`src/rtl/core/spdc_pkg.sv`:
```
package spdc_pkg;

  localparam int DATA_W    = 32;
  localparam int NEG_W     = 33;  // exact negation of a 32-bit input
  localparam int DIFF_W    = 34;
  localparam int IDX_W     = 3;
  localparam int CFG_IDX_W = 2;
  localparam int DLY_REG_W = 5;
  localparam int FRAC_W    = 16;

  localparam int MULA_W    = 33;
  localparam int PROD_W    = 65;
  localparam int NUM_W     = 50;
  localparam int MAG_W     = 49;
  localparam int DEN_W     = 33;
  localparam int REM_W     = 34;
  localparam int DIV_STEPS = 31;

  localparam logic signed [DATA_W-1:0] SAT_MAX = {1'b0, {(DATA_W-1){1'b1}}};
  localparam logic signed [DATA_W-1:0] SAT_MIN = {1'b1, {(DATA_W-1){1'b0}}};

  typedef enum logic [CFG_IDX_W-1:0] {
    REG_DELAY  = 2'd0,
    REG_GAIN   = 2'd1,
    REG_PERIOD = 2'd2
  } cfg_reg_t;

  typedef struct packed {
    logic signed [NEG_W-1:0]  neg_e;
    logic signed [DATA_W-1:0] neg_sat;
    logic [IDX_W-1:0]         comp;
    logic [IDX_W-1:0]         idx;
    logic                     last;
  } item_t;

  typedef struct packed {
    logic                     start;
    logic signed [NUM_W-1:0]  num;
    logic [DEN_W-1:0]         den;
  } div_req_t;

  typedef struct packed {
    logic                     done;
    logic signed [DATA_W-1:0] quo;
  } div_rsp_t;

endpackage

```
`src/rtl/core/spdc_front.sv`:
```
module spdc_front
  import spdc_pkg::*;
#(
  parameter int MAX_COMPONENTS = 8
) (
  input  logic                     clk,
  input  logic                     rst,
  input  logic                     in_valid,
  output logic                     in_ready,
  input  logic signed [DATA_W-1:0] error_value,
  input  logic [IDX_W-1:0]         component_index,
  input  logic                     last_component,
  input  logic                     hold,
  output logic                     q_valid,
  output item_t                    q_item,
  input  logic                     q_pop
);

  localparam int QDEPTH = 2;

  item_t      slot [QDEPTH];
  logic       wr_ptr;
  logic       rd_ptr;
  logic [1:0] count;
  item_t      cls;
  logic       push;

  // component index folded into range by repeated subtraction
  function automatic logic [IDX_W-1:0] fold_comp(input logic [IDX_W-1:0] idx);
    logic [IDX_W-1:0] v;
    v = idx;
    for (int i = 0; i < (1 << IDX_W); i++) begin
      if (int'(v) >= MAX_COMPONENTS) v = IDX_W'(int'(v) - MAX_COMPONENTS);
    end
    return v;
  endfunction

  always_comb begin
    cls.neg_e   = -NEG_W'(error_value);
    cls.neg_sat = (error_value == SAT_MIN) ? SAT_MAX : -error_value;
    cls.comp    = fold_comp(component_index);
    cls.idx     = component_index;
    cls.last    = last_component;
  end

  assign in_ready = (count != 2'(QDEPTH)) && !hold;
  assign push     = in_valid && in_ready;
  assign q_valid  = (count != 2'd0);
  assign q_item   = slot[rd_ptr];

  always_ff @(posedge clk) begin
    if (push) begin
      slot[wr_ptr] <= cls;
    end
  end

  always_ff @(posedge clk) begin
    if (rst) begin
      wr_ptr <= 1'b0;
      rd_ptr <= 1'b0;
      count  <= 2'd0;
    end else begin
      if (push) begin
        wr_ptr <= ~wr_ptr;
      end
      if (q_pop) begin
        rd_ptr <= ~rd_ptr;
      end
      count <= count + 2'(push) - 2'(q_pop);
    end
  end

endmodule

```
`config.mk`:
```
export PLATFORM = sky130hd
export DESIGN_NAME = spdc_front
export DESIGN_NICKNAME = d
export VERILOG_FILES = /design/src/rtl/core/spdc_pkg.sv /design/src/rtl/core/spdc_front.sv
export SDC_FILE = /design/constraint.sdc
export NUM_CORES = 1
export LEC_CHECK = 0
export BUFFER_PORTS_ARGS = -buffer_cell sky130_fd_sc_hd__buf_2
export CORE_ASPECT_RATIO = 0.6
export CORE_MARGIN = 4
export CORE_UTILIZATION = 45
export DETAILED_ROUTE_END_ITERATION = 8
export HOLD_SLACK_MARGIN = 0.15
export PLACE_DENSITY = 0.75
export SETUP_SLACK_MARGIN = 0.5
export SLEW_MARGIN = 20
export SYNTH_ARGS = -nofsm -noshare
export SYNTH_HDL_FRONTEND = slang
export SYNTH_SLANG_ARGS = --single-unit
```
`constraint.sdc`:
```
create_clock -name clk -period 5.13 [get_ports clk]
set_clock_uncertainty 0.1 [all_clocks]
set_input_delay 1.026 -clock clk [delete_from_list [all_inputs] [get_ports clk]]
set_output_delay 1.026 -clock clk [all_outputs]
set_load 0.02 [all_outputs]
```
# [Yosys cells after proc, flatten, opt, wreduce, memory -nomap -nowiden]
# Memory sizes are Yosys's and may differ from the RTL's. A register that Yosys moved wholly into a read port is not among the register bits.
# Cells that the tools add are included.
[word_totals] regBits=4 mem_bits_rw=144 inputBits=41 output_inout_bits=74 wordCells=21 n_memories=1
[memory_table] memory="slot" words=2 width=72 read_ports=1 rd_ports_with_merged_regs=1 write_ports=1 line="spdc_front.sv:21" rtl="item_t slot [QDEPTH];"
[classes] n_addsub=4 n_eq_ne=2 muxes=5 n_bitwise=2 reduce_logical=4
[op_table] operator="negation 32 -> 33 bit" n=1
[op_table] operator="== test 32 bit (second input constant)" n=1
[op_table] operator="2-to-1 mux 32 bit" n=1
[op_table] operator="negation 32 bit" n=1
[op_table] operator="2-to-1 mux 1 bit" n=4
[op_table] operator="adder 2 x 1 -> 2 bit" n=1
[op_table] operator="logical AND 1 bit" n=2
[op_table] operator="!= test 2 bit (second input constant)" n=1
[op_table] operator="NOT 1 bit" n=2
[op_table] operator="nonzero test 2 bit" n=1
[op_table] operator="subtractor 2 x 1 -> 2 bit" n=1
[op_table] operator="zero test 1 bit" n=1

# [Longest topological paths before layout]
[logic_depth] word_depth=5 ltp_mapped=9 mapped_depth_nobuf=9

# [Worst setup path before layout]
# Ideal clock, no wire load.
[synth_path] path_kind="input to register" start="in hold" end="mem slot[0][0] (netlist bit) (enable)" setup_ps=497 arrival_time_ps=4535 required_ps=4533 path_slack_ps=-2 cell_stages=3 n_path_buf=0 cell_sequence="a21oi_1 -> nand2_1 -> nor2_1"
[synth_between] elab_chain_len=5
[synth_rtl] element="start, declared" line="spdc_front.sv:13" rtl="input logic hold,"
[synth_rtl] element="zero test 1 bit" line="spdc_front.sv:46" rtl="assign in_ready = (count != 2'(QDEPTH)) && !hold;"
[synth_rtl] element="logical AND 1 bit" line="spdc_front.sv:46"
[synth_rtl] element="logical AND 1 bit" line="spdc_front.sv:47" rtl="assign push = in_valid && in_ready;"
[synth_rtl] element="2-to-1 mux 1 bit" line="spdc_front.sv:52" rtl="if (push) begin"
[synth_rtl] element="2-to-1 mux 1 bit (not written as such)" line="spdc_front.sv:53" rtl="slot[wr_ptr] <= cls;"
[synth_rtl] element="end, declared" line="spdc_front.sv:21"
# Every way passes these cells.

==> summary.txt <==
Worst skew pair latency -> 0.41 ns
Sw Ratio -> 0.238
Flops & latches, synth -> 143
Slew Limit Fails -> 0
Slew Limit Headroom -> 0.307
Post-Synth Simple-Gate Area -> 0.0875
DRC Markers -> 0
Post-route ant nets -> 0
Cells after synthesis -> 380
CTS tree -> done
RSZ-0062 raised after global routing -> false
Drt first pass iters -> 5
Reg2reg path depth -> 5
Final non-filler cell total -> 684
Min cycle time layout -> 3.58 ns
I/O pins -> 115
Count of cell types in the netlist -> 40
Final worst-path cycle share -> 0.697
Fraction of the mapped netlist area in adder cells -> 0.00615
Syn-to-layout area delta -> 22.2%
Clock Tree Root -> clkbuf_16
Final-report hold violation count -> 0
Core Rows -> 32
RePlAce Congestion -> 0.795
Synth Area in Compound Gates -> 0.0166
Synth Area in XOR/XNOR -> 0.0444
Hold crit path type -> reg2reg
Longest Clk Path Bufs -> 2
Vias in the first global route -> 3,526
Mean Syn Cell Area -> 16.1 um^2
Overall routing resource usage -> 0.166
Mux share of post-synthesis cell area -> 0.132
Core area -> 13,100 um^2
# port buffers -> 114
Commonest non-fill, non-tap cells in the layout -> edfxtp_1, buf_2, mux2_2
HP Start -> rd_ptr
First-pass GRT wire length -> 19,400 um
Total vias in the final route -> 3,555
Largest family of logic cells by synthesized area -> multiplexers
Crit path DAT -> 3.69 ns
Layout Nets -> 544
# fillers -> 1,042
H-tree levels -> 4
Final setup viols -> 0
Die extent in y -> 98.2 um
Clock sink count -> 143
CP cell instances -> buf_2, inv_1, ha_1, or3b_2, nor4_1, and3_1, nand2_1, o21ai_0
Depth of the worst hold-timing path -> 2
Num CTS Buffers -> 17
Detailed Route WL -> 12,700 um
Slew @ Worst Pin -> 1.04 ns
Fraction of layout instances using a drive strength above 1 -> 0.444
Clock transition at path regs -> 0.06 ns
Chip Width -> 158 um
Final HPWL DP -> 8390 um
Sequential area share after synthesis -> 0.695
Reg2reg end -> slot[0][57]
Slowest stage delay, CP -> 0.61 ns
Yosys warnings -> 0
Setup Total Neg Slack -> 0 ns
Pleak -> 2.66 nW
Hold-fix buffers, CTS -> 0
Outcome -> finished, final reports clean
Initial core utilization -> 0.468
CP Class -> in2reg
PD cells -> 409 nW/um^2
Post-CTS setup buffers -> 0
Multi-input gate area -> 1760 um^2
WHS Endpoint -> rd_ptr
Setup crit start kind -> input port
CP Capture Type -> flip-flop
CP required -> 5.24 ns
Cts repair resizes -> 0
Critical path's slowest cell -> nand2_1
Register area -> 4250 um^2
Max frequency -> 0.280 GHz
1st-iter DRT viols -> 200
Largest net degree at the start of global routing -> 70
Flop pwr share -> 0.459
Synthesized area -> 6110 um^2
Routed wire per std cell -> 18.6 um
Pint -> 2.32 mW
Share of total power in combinational logic -> 0.120
Syn_nets -> 424
Maximum net fanout on the critical path -> 22
Vias per cell -> 5.20
Max VDD drop -> 234 uV
RR Startpoint -> count[0]
R2R Setup Slk -> 2.79 ns
Most common cell after layout, fill and taps aside -> edfxtp_1
Clk pwr share -> 0.421
P_sw -> 0.727 mW
Initial antenna violation count -> 0
Overflow after GRT -> 0
Placed cells -> 651
Die area -> 15,600 um^2
Max-cap violations -> 0
## cell usage after synthesis (all sizes together)
| library cell | n | area share |
|---|---|---|
| o21a | 1 | 0.0012 |
| mux2 | 69 | 0.13 |
| or3 | 4 | 0.0041 |
| o31a | 2 | 0.0029 |
| o21ai | 1 | 0.00082 |
| nor3 | 11 | 0.0098 |
| a31oi | 4 | 0.0041 |
| nor4 | 6 | 0.0061 |
| mux2i | 3 | 0.0049 |
| buf | 7 | 0.0086 |
| nor2b | 1 | 0.0010 |
| nand4 | 2 | 0.0020 |
| xor2 | 13 | 0.019 |
| clkbuf | 9 | 0.0055 |
| dfxtp | 5 | 0.016 |
| nor4b | 1 | 0.0014 |
| or3b | 1 | 0.0014 |
| xnor2 | 18 | 0.026 |
| edfxtp | 138 | 0.68 |
| ha | 3 | 0.0061 |
| nand2b | 21 | 0.022 |
| a2bb2oi | 2 | 0.0029 |
| a22oi | 1 | 0.0012 |
| nand3 | 4 | 0.0033 |
| or4 | 7 | 0.010 |
| a21o | 1 | 0.0012 |
| or2 | 3 | 0.0031 |
| nor3b | 1 | 0.0012 |
| inv | 7 | 0.0043 |
| a21oi | 2 | 0.0023 |
| nor2 | 19 | 0.012 |
| and3 | 3 | 0.0031 |
| nand3b | 1 | 0.0012 |
| and2 | 1 | 0.0010 |
| nand2 | 8 | 0.0049 |
## registers in the layout (all words and copies together) (netlist names), named ones only
name / flops
wr_ptr: 1
count: 2
rd_ptr: 1
slot: 138
## cell families after synthesis
| group | count (synthesis) |
|---|---|
| DFF | 143 |
| and+or+nand+nor | 94 |
| xor gates and xnor gates | 31 |
| AOI/OAI and AO/OA | 14 |
| buffers and inverters | 23 |
| adders and majority gates | 3 |
| muxes | 72 |
## stage by stage
stage	util	power, mW	setup WS, ns	hold WS, ns	area [um^2]
2_1_floorplan	-	1.66	1.15	0.380	6110
3_3_place_gp	0.524	1.79	1.40	0.396	6840
3_5_place_dp	0.524	1.80	1.07	0.399	6840
4_1_cts	0.572	3.08	1.48	0.418	7460
5_1_grt	0.572	3.17	1.31	0.454	7460
6_report	0.572	3.05	1.55	0.413	7470
## final cells by class
type | instances | share of cell area
clock inverters | 13 | 0.0251
inverters | 7 | 0.00352
multi-input cells | 214 | 0.236
repair buffers | 117 | 0.0794
clock buffers | 19 | 0.0580
diodes | 1 | 0.000335
well taps | 170 | 0.0285
flip-flops and latches | 143 | 0.569
## worst max path at each step
stage	start	end	slack, ns	cells after the start
detailed placement	error_value[0]	slot[1][13]	1.07	8
CTS	error_value[0]	slot[0][13]	1.48	8
global route	error_value[0]	slot[0][13]	1.31	8
finish	error_value[0]	slot[1][36]	1.55	8
global placement	error_value[0]	slot[0][36]	1.40	8
floorplan	hold	slot[0][0]	1.15	3
## critical path: cells and delay by family
kind	cells	cell delay [ns]
simple gates	4	1.80
compound gates	1	0.37
buf+inv	2	0.23
fa+ha+maj	1	0.25
## power by group through the flow
| stage | clock network, mW | registers, mW | logic, mW |
|---|---|---|---|
| 2_1_floorplan | 0 | 1.40 | 0.260 |
| 3_3_place_gp | 0 | 1.42 | 0.363 |
| 3_5_place_dp | 0 | 1.43 | 0.369 |
| 4_1_cts | 1.30 | 1.40 | 0.371 |
| 5_1_grt | 1.37 | 1.41 | 0.397 |
| 6_report | 1.28 | 1.40 | 0.367 |
## layer usage
metal,GRT usage,part of all wire
met2,0.243,0.45
met5,0,0
met3,0.0602,0.076
met4,0.0439,0.0072
met1,0.236,0.46
Note: power is estimated with default switching activity, not from simulation.
