## src/rtl/core/spdc_pkg.sv

```systemverilog
package spdc_pkg;

  localparam int DATA_W    = 32;
  localparam int NEG_W     = 33;  // exact negation of a 32-bit input
  localparam int DIFF_W    = 34;
  localparam int IDX_W     = 3;
  localparam int CFG_IDX_W = 2;
  localparam int DLY_REG_W = 5;
  localparam int FRAC_W    = 16;

  localparam int MULA_W    = 33;
  localparam int PROD_W    = 65;
  localparam int NUM_W     = 50;
  localparam int MAG_W     = 49;
  localparam int DEN_W     = 33;
  localparam int REM_W     = 34;
  localparam int DIV_STEPS = 31;

  localparam logic signed [DATA_W-1:0] SAT_MAX = {1'b0, {(DATA_W-1){1'b1}}};
  localparam logic signed [DATA_W-1:0] SAT_MIN = {1'b1, {(DATA_W-1){1'b0}}};

  typedef enum logic [CFG_IDX_W-1:0] {
    REG_DELAY  = 2'd0,
    REG_GAIN   = 2'd1,
    REG_PERIOD = 2'd2
  } cfg_reg_t;

  typedef struct packed {
    logic signed [NEG_W-1:0]  neg_e;
    logic signed [DATA_W-1:0] neg_sat;
    logic [IDX_W-1:0]         comp;
    logic [IDX_W-1:0]         idx;
    logic                     last;
  } item_t;

  typedef struct packed {
    logic                     start;
    logic signed [NUM_W-1:0]  num;
    logic [DEN_W-1:0]         den;
  } div_req_t;

  typedef struct packed {
    logic                     done;
    logic signed [DATA_W-1:0] quo;
  } div_rsp_t;

endpackage

```

## src/rtl/core/spdc_div.sv

```systemverilog
module spdc_div
  import spdc_pkg::*;
(
  input  logic     clk,
  input  logic     rst,
  input  div_req_t req,
  output div_rsp_t rsp
);

  localparam int PRE_W  = DATA_W - 1 - FRAC_W;
  localparam int SH_W   = PRE_W + FRAC_W;
  localparam int STEP_W = $clog2(DIV_STEPS);

  typedef enum logic [2:0] {D_IDLE, D_ABS, D_CHECK, D_RUN, D_FIN} dstate_t;

  dstate_t                 st;
  logic signed [NUM_W-1:0] num;
  logic [DEN_W-1:0]        den;
  logic                    neg;
  logic                    sat;
  logic [MAG_W-1:0]        mag;
  logic [MAG_W-1:0]        lim;
  logic [REM_W-1:0]        rem;
  logic [REM_W-1:0]        rem_sh;
  logic [REM_W-1:0]        rem_sub;
  logic                    fits;
  logic [SH_W-1:0]         sh;
  logic [DIV_STEPS-1:0]    q;
  logic [STEP_W-1:0]       cnt;

  // quotient of mag*2^16/den stays below 2^31 iff mag < den*2^15
  assign lim     = MAG_W'(den) << PRE_W;
  assign rem_sh  = {rem[REM_W-2:0], sh[SH_W-1]};
  assign fits    = (rem_sh >= REM_W'(den));
  assign rem_sub = rem_sh - REM_W'(den);

  always_ff @(posedge clk) begin
    if (rst) begin
      st       <= D_IDLE;
      rsp.done <= 1'b0;
    end else begin
      rsp.done <= (st == D_FIN);
      case (st)
        D_IDLE: begin
          if (req.start) begin
            num <= req.num;
            den <= req.den;
            st  <= D_ABS;
          end
        end
        D_ABS: begin
          neg <= num[NUM_W-1];
          mag <= MAG_W'(num[NUM_W-1] ? -num : num);
          st  <= D_CHECK;
        end
        D_CHECK: begin
          if (mag >= lim) begin
            sat <= 1'b1;
            st  <= D_FIN;
          end else begin
            sat <= 1'b0;
            rem <= REM_W'(mag >> PRE_W);
            sh  <= {mag[PRE_W-1:0], FRAC_W'(0)};
            cnt <= '0;
            st  <= D_RUN;
          end
        end
        D_RUN: begin
          rem <= fits ? rem_sub : rem_sh;
          q   <= {q[DIV_STEPS-2:0], fits};
          sh  <= sh << 1;
          cnt <= cnt + 1'b1;
          if (cnt == STEP_W'(DIV_STEPS - 1)) begin
            st <= D_FIN;
          end
        end
        D_FIN: begin
          if (sat) begin
            rsp.quo <= neg ? SAT_MIN : SAT_MAX;
          end else begin
            rsp.quo <= neg ? -DATA_W'(q) : DATA_W'(q);
          end
          st <= D_IDLE;
        end
        default: st <= D_IDLE;
      endcase
    end
  end

endmodule

```

## config.mk

```make
export PLATFORM = sky130hd
export DESIGN_NAME = spdc_div
export DESIGN_NICKNAME = d
export VERILOG_FILES = /design/src/rtl/core/spdc_pkg.sv /design/src/rtl/core/spdc_div.sv
export SDC_FILE = /design/constraint.sdc
export NUM_CORES = 1
export LEC_CHECK = 0
export ABC_AREA = 1
export BUFFER_PORTS_ARGS = -buffer_cell sky130_fd_sc_hd__buf_2
export CAP_MARGIN = 20
export CORE_UTILIZATION = 55
export DETAILED_ROUTE_END_ITERATION = 8
export GPL_TIMING_DRIVEN = 0
export PLACE_DENSITY = 0.77
export SYNTH_ARGS = -nofsm -noshare
export SYNTH_HDL_FRONTEND = slang
export SYNTH_SLANG_ARGS = --single-unit
```

## constraint.sdc

```tcl
create_clock -name clk -period 11.6 [get_ports clk]
set_input_delay 0.58 -clock clk [delete_from_list [all_inputs] [get_ports clk]]
set_output_delay 0.58 -clock clk [all_outputs]
set_load 0.005 [all_outputs]
```

# == Word level (Yosys, flattened, before mapping) ==
# Cells that the tools add are included.
# op_classes
multipliers,0
n_lt_le_gt_ge,2
n_div,0
n_eq_ne,8
n_bitwise,1
n_mux,16
n_addsub,4
shifts,0
reduce_logical,9
# op_table
op,count
$mux W32,3
$mux W33,2
$pmux W33 S2,1
$pmux W31 S2,1
$ge A49 B48 Y1,1
$mux W49,1
$neg A49 Y49,1
$ge A34 B33 Y1,1
$sub A33 B33 Y33,1
$neg A31 Y32,1
$mux W31,1
$pmux W3 S4,1
$pmux W5 S2,1
$reduce_and A2 Y1,5
$mux W3,3
$eq A3 B2 Y1 const B,2
$ne A2 B2 Y1 const B,3
$reduce_and A3 Y1,2
$add A5 B1 Y5 const B,1
$eq A5 B5 Y1 const B,1
$mux W5,1
$eq A3 B1 Y1 const B,1
$eq A3 B3 Y1 const B,1
$logic_not A3 Y1,1
3 further kinds,3
# totals
rom_bits,0
n_memories,0
latch_bits,0
regBits,270
mem_bits_rw,0
elab_cells,52
in_bits,86

# == Depth between registers and ports, before layout ==
# Gate-level depths: netlist (run 1).
# depth
depth_word,3
ltp_mapped,17

# == Worst setup path before layout (run 1) ==
# OpenSTA, ideal clock, no wires.
# synth_path
path_type,input-to-reg
start,in rst
end,reg den[0] (enable)
required_ns,10.973
setup_time_ns,0.627
t_arrival_ns,6.342
path_stages,1
setup_slack_ns,4.631
cell_sequence,nor3_1
# synth_via
elab_chain_cells,2
# synth_rtl
item,line_no,source
from (decl),spdc_div.sv:5,"input logic rst,"
$not A1 Y1 (no source line),--,
$reduce_and A3 Y1 (no source line),--,
to (signal assigned),spdc_div.sv:47,den <= req.den;
to (decl),spdc_div.sv:18,logic [DEN_W-1:0] den;
# No other way between the ends.
# A chain may end at the register's enable or synchronous reset.

# == Worst setup path after layout (run 1) ==
# layout_path
start,reg st[2]
end,reg rem[5] (enable)
# layout_via
elab_chain_cells,3
# layout_rtl
item,line_no,source
from (decl),spdc_div.sv:16,dstate_t st;
from (signal assigned),spdc_div.sv:39,st <= D_IDLE;
from (signal assigned),spdc_div.sv:48,st <= D_ABS;
from (signal assigned),spdc_div.sv:54,st <= D_CHECK;
$eq A3 B2 Y1,spdc_div.sv:43,case (st)
$ne A2 B2 Y1 (no source line) / $reduce_bool A2 Y1 (equally long branches),--,
$reduce_and A3 Y1 (no source line) *,--,
to (signal assigned),spdc_div.sv:62,rem <= REM_W'(mag >> PRE_W);
to (signal assigned),spdc_div.sv:69,rem <= fits ? rem_sub : rem_sh;
to (decl),spdc_div.sv:23,logic [REM_W-1:0] rem;
# Every way passes the cells marked *; elsewhere a longest branch is shown, timed or not.

==> results.cfg, run 1 <==
[status]
outcome = complete, no violations

[route]
drtPass1Iterations = 5
viasPerCell = 5.22
drt_drc_violations_left = 0
drtIter0Drc = 1090
final_antenna_net_count = 0
wl_per_cell_um = 16.4
totalWireLength_um = 38600
vias = 12300

[cts]
path_clk_slew_ns = 0.06
cts_root_buf = clkbuf_16
cts_tree = built
ctsHtreeMaxLevel = 1
cts_sinks = 254
clock_path_buffers = 3
clk_latency_ns = 0.57
cts_buffers = 28
cts-resized-gates = 0
post_cts_buffers = 0
holdBufCountCts = 0

[critical_path]
arrival_ns = 3.92
path_max_fanout = 36
reg2reg_setup_slack_ns = 7.92
start_kind = register
crit_type = reg -> reg
crit_required_ns = 11.84
end_kind = register

[placed_design]
io_buffers = 118
place_congestion = 0.925
hpwl_um = 30500

[timing]
fin_crit_sh_pct = 31.7
finalSetupTns_ns = 0
setup_viol = 0
rsz0062_at_grt = no
max_slew_margin_pct = 37.4
finClkSkew_ns = 0.0185
tightest_slew_ns = 0.937
worst_hold_slack_ns = 0.189
fmax_mhz = 272
drv_slew = 0
fin_crit_ns = 3.68
hold_viol = 0

[die]
core_region_area_um2 = 27200
rows = 60
die_area_um2 = 28500
boundaryPins = 119
die_y_um = 169
die_x_um = 169
initial_core_util_pct = 56.4

[synthesis]
synthArstFlopShare_pct = 0
synth_ff_type = edfxtp_1
synth_area_per_cell_um2 = 8.51
synth_edf_count = 250
synth_cell_types = 45
synth-seq-cells = 254
seq_area_frac_synth_pct = 49.5
synth_warnings = 0
synth.net_count = 1959
syn_inst = 1802
synth_area_um2 = 15300

[cells_and_area]
drive_above_1_share_pct = 13.8
area_growth_pct = 14.0
final_cell_mix = nand2_1 (521), inv_1 (285), edfxtp_1 (250)
fin_nets = 2117
mostFrequentLayoutCell = nand2_1

[min_path]
hp-class = in -> reg

[global_route]
grt_start_max_net_pins = 37
grt.overflow.total = 0
grt_pass1_wl_um = 60500
track_usage_pct = 27.4
grt_antenna_before_repair = 1
grt_pass1_vias = 11900

[flow_run]
cap_violations = 0

[power_and_ir_drop]
peakVddDrop_uv = 122
powerDensity_nw_per_um2 = 164
leakage_nw = 7.92
-- registers in the layout, summed over array words and instances, names as in the netlist --
register and cells:
mag 49, st 3, den 33, cnt 5
sat 1, q 31, rem 33, neg 1
rsp 33, num 50, sh 15
-- cell families after synthesis --
| group | count (synthesis) | share of synthesized area (%) |
|---|---|---|
| buffers and inverters | 329 | 8.49 |
| AND/OR/NAND/NOR | 958 | 27.4 |
| AO/OA/AOI/OAI | 100 | 3.60 |
| adder cells (fa/ha/maj) | 71 | 5.84 |
| XOR/XNOR | 90 | 5.14 |
| flip-flops | 254 | 49.5 |
-- critical path, stage by stage, from the launching register on --
cell	delay (ns)
dfxtp_1	0.31
inv_1	0.14
nand2_1	0.11
nor2_2	0.48
inv_1	0.28
clkbuf_1	0.36
nor2_4	0.81
o21a_2	0.54
buf_12	0.29
-- cells in the mapped netlist, types with 19 or more instances --
cell type / n / share of area (%)
xnor2_1: 28 / 1.6
nand3_1: 107 / 3.5
nand2_2: 37 / 1.5
edfxtp_1: 250 / 49
xor2_1: 62 / 3.5
nor2_1: 179 / 4.4
nand2_1: 521 / 13
o21ai_0: 42 / 1.4
inv_1: 285 / 7.0
nand4_1: 29 / 1.2
a21oi_1: 39 / 1.3
clkbuf_1: 19 / 0.47
ha_1: 70 / 5.7
nor3_1: 22 / 0.72
-- routing by layer --
metal | track usage [%] | up-vias | part of all wire, %
li1 | - | 6116 | -
met1 | 37.8 | 5696 | 44
met2 | 45.0 | 411 | 46
met3 | 2.78 | 74 | 6.2
met4 | 9.76 | 0 | 3.5
met5 | 0 | - | 0
-- metrics by stage --
stage / instances / util, % / setup slack, ns / power [W] / instance area (um2)
floorplan: 1802 / - / 4.63 / 0.00176 / 15300
global placement: 2292 / 60.3 / 2.55 / 0.00196 / 16400
detailed placement: 2302 / 60.8 / 7.83 / 0.00198 / 16500
CTS: 2353 / 64.3 / 7.84 / 0.00286 / 17500
global route: 2354 / 64.3 / 7.66 / 0.00300 / 17500
finish: 2354 / 64.3 / 7.92 / 0.00286 / 17500
-- where the power goes --
| group | internal (W) | total, W | switching [W] | leakage (nW) |
|---|---|---|---|---|
| Clock | 0.000514 | 0.000885 | 0.000371 | 0.448 |
| Sequential | 0.00115 | 0.00120 | 0.0000560 | 2.32 |
| Combinational | 0.000260 | 0.000770 | 0.000510 | 5.15 |
-- final timing paths --
check,startpoint,cells past startpoint,end
setup / recovery,st[2],8,rem[5]
hold / removal,req[1],1,den[1]
setup reg to reg,st[2],8,rem[5]
hold reg to reg,q[4],0,q[5]
-- area by class of cell --
class / count / area, um2
Fill cell: 2298 / 9710
Sequential cell: 254 / 7590
Multi-Input combinational cell: 1219 / 6460
Inverter: 298 / 1120
Timing Repair Buffer: 128 / 717
Clock buffer: 32 / 716
Tap cell: 372 / 465
Clock inverter: 19 / 213
Buffer: 31 / 183
Antenna cell: 1 / 2.50
No activity file was read; power rests on OpenSTA's default activity.
==> inputs of run 2 (changes only) <==
--- a/config.mk
+++ b/config.mk
@@ -11,7 +11,7 @@
 export CORE_UTILIZATION = 55
 export DETAILED_ROUTE_END_ITERATION = 8
 export GPL_TIMING_DRIVEN = 0
-export PLACE_DENSITY = 0.77
+export PLACE_DENSITY = 0.8
 export SYNTH_ARGS = -nofsm -noshare
 export SYNTH_HDL_FRONTEND = slang
 export SYNTH_SLANG_ARGS = --single-unit
==> constraint.sdc (replaced) <==
create_clock -name clk -period 3.1 [get_ports clk]
set_input_delay 0.155 -clock clk [delete_from_list [all_inputs] [get_ports clk]]
set_output_delay 0.155 -clock clk [all_outputs]
set_load 0.005 [all_outputs]
==> results.cfg, run 2 (synthesized netlist as in run 1, its figures left out) <==
[status]
outcome = complete, no violations

[die]
die_area_um2 = 28500
initial_core_util_pct = 56.4
rows = 60
core_region_area_um2 = 27200
boundaryPins = 119
die_y_um = 169
die_x_um = 169

[cells_and_area]
largest_reg_flops = 50
area_growth_pct = 19.4
mostFrequentLayoutCell = nand2_1
reg_top3 = num: 50 flops, mag: 49 flops
drive_above_1_share_pct = 13.2
regMostFlops = num
num_antenna_cells = 0
final_cell_mix = nand2_1 (521), inv_1 (285), edfxtp_1 (250)
final_util_pct = 67.4
fin_nets = 2200

[power_and_ir_drop]
fin_total_pwr_w = 0.0107
intPower_w = 0.00712
p_comb_share_pct = 28.2
p_seq_share_pct = 42.2
leakage_nw = 8.25
power.share.clock_pct = 29.6
power.switching_w = 0.00356
netSwitchingFraction_pct = 33.3
powerDensity_nw_per_um2 = 583
peakVddDrop_uv = 461

[critical_path]
path_cells = inv_1, ha_1, nand2_1, nand2_1, nand2_1, nand2_1, nand2_1, nand2_1, nand2_1, nand2_1, nand2_1, nand4_1, nand2_1, o21a_4, buf_12
crit_type = reg -> reg
crit_required_ns = 3.33
end_kind = register
max_stage_delay_ns = 0.44
critPathMostFrequentCell = nand2_1
start_kind = register
crit_slowest_cell = o21a_4
arrival_ns = 3.08
cp_top_family = simple AND/OR/NAND/NOR gates
path_max_fanout = 27
path_buf_inv = 2

[cts]
cts_root_buf = clkbuf_16
cts_buffers = 28
clock_path_buffers = 3
ctsHtreeMaxLevel = 1
cts_tree = built
clk_latency_ns = 0.58
cts_sinks = 254
path_clk_slew_ns = 0.07

[global_route]
grt_antenna_before_repair = 0
track_usage_pct = 28.9
grt_start_max_net_pins = 36
grt_pass1_vias = 12500
grt.overflow.total = 0
grt_pass1_wl_um = 63700

[route]
drtIter0Drc = 1136
drt_drc_violations_left = 0
totalWireLength_um = 40800
final_antenna_net_count = 0
wl_per_cell_um = 16.7
vias = 12700
drtPass1Iterations = 7
viasPerCell = 5.23

[timing]
finClkSkew_ns = 0.0447
tightest_slew_ns = 0.870
fmax_mhz = 351
fin_crit_ns = 2.85
rsz0062_at_grt = no
fin_crit_sh_pct = 92.0
worst_slack_ns = 0.248
hold_viol = 0
max_slew_margin_pct = 41.9
drv_slew = 0
setup_viol = 0

[min_path]
hp-class = in -> reg

[placed_design]
io_buffers = 118
place_congestion = 0.949
dp_slack_ns = -0.853
hpwl_um = 30200

[flow_run]
cap_violations = 0
run 2: power by group through the flow:
stage | combinational, W | sequential, W | clock (W)
3_3_place_gp | 0.00269 | 0.00458 | 0
5_1_grt | 0.00334 | 0.00454 | 0.00331
4_1_cts | 0.00296 | 0.00449 | 0.00318
2_1_floorplan | 0.00205 | 0.00451 | 0
3_5_place_dp | 0.00284 | 0.00457 | 0
6_report | 0.00301 | 0.00450 | 0.00316
run 2: area by class of cell:
cell class / count / area [um2]
buffer: 31 / 183
inverter: 298 / 1120
clock inverter: 18 / 154
sequential: 254 / 7590
clock buffer: 34 / 723
fill: 2180 / 8870
timing repair buffer: 210 / 1580
multi-input combinational: 1220 / 6490
tap: 372 / 465
run 2: final timing paths:
| kind | start | endpoint | slack [ns] | depth (start not counted) |
|---|---|---|---|---|
| hold / removal | req[83] | st[0] | 0.02 | 5 |
| hold reg to reg | q[0] | q[1] | 0.44 | 0 |
| setup / recovery | den[3] | rem[25] | 0.25 | 15 |
| setup reg to reg | den[3] | rem[25] | 0.25 | 15 |
run 2: worst reg2reg max path, stage by stage, from the launching register on:
cell	delay, ns
edfxtp_1	0.37
inv_1	0.15
ha_1	0.29
nand2_1	0.09
nand2_1	0.06
nand2_1	0.06
nand2_1	0.05
nand2_1	0.06
nand2_1	0.07
nand2_1	0.06
nand2_1	0.05
nand2_1	0.05
nand4_1	0.22
nand2_1	0.20
o21a_4	0.44
buf_12	0.27
run 2: per-layer routing:
metal / vias to the layer above / track usage, % / wire length [um]
li1: 6290 / - / -
met1: 5911 / 38.4 / 17500
met2: 449 / 48.9 / 19400
met3: 87 / 3.76 / 2610
met4: 0 / 9.49 / 1290
met5: - / 0 / 0
run 2: per-stage QoR:
stage                     hold slack [ns]  std cells  cell area, um2  setup TNS (ns)
after floorplan                     0.232       1802           15400               0
after global placement              0.331       2292           16400         -142.07
after detailed placement            0.333       2299           16600          -39.57
after CTS                         0.00660       2437           18300               0
after global routing               0.0753       2437           18300               0
final                              0.0201       2437           18300               0
run 2: repair_timing:
item	4_1_cts	5_1_grt
hold endpoints to repair	84	0
endpoints found under the setup margin	53	43
cloned	1	0
buffers inserted	1	0
pin swaps	1	0
hold buffers	84	0
gates resized for setup	1	1
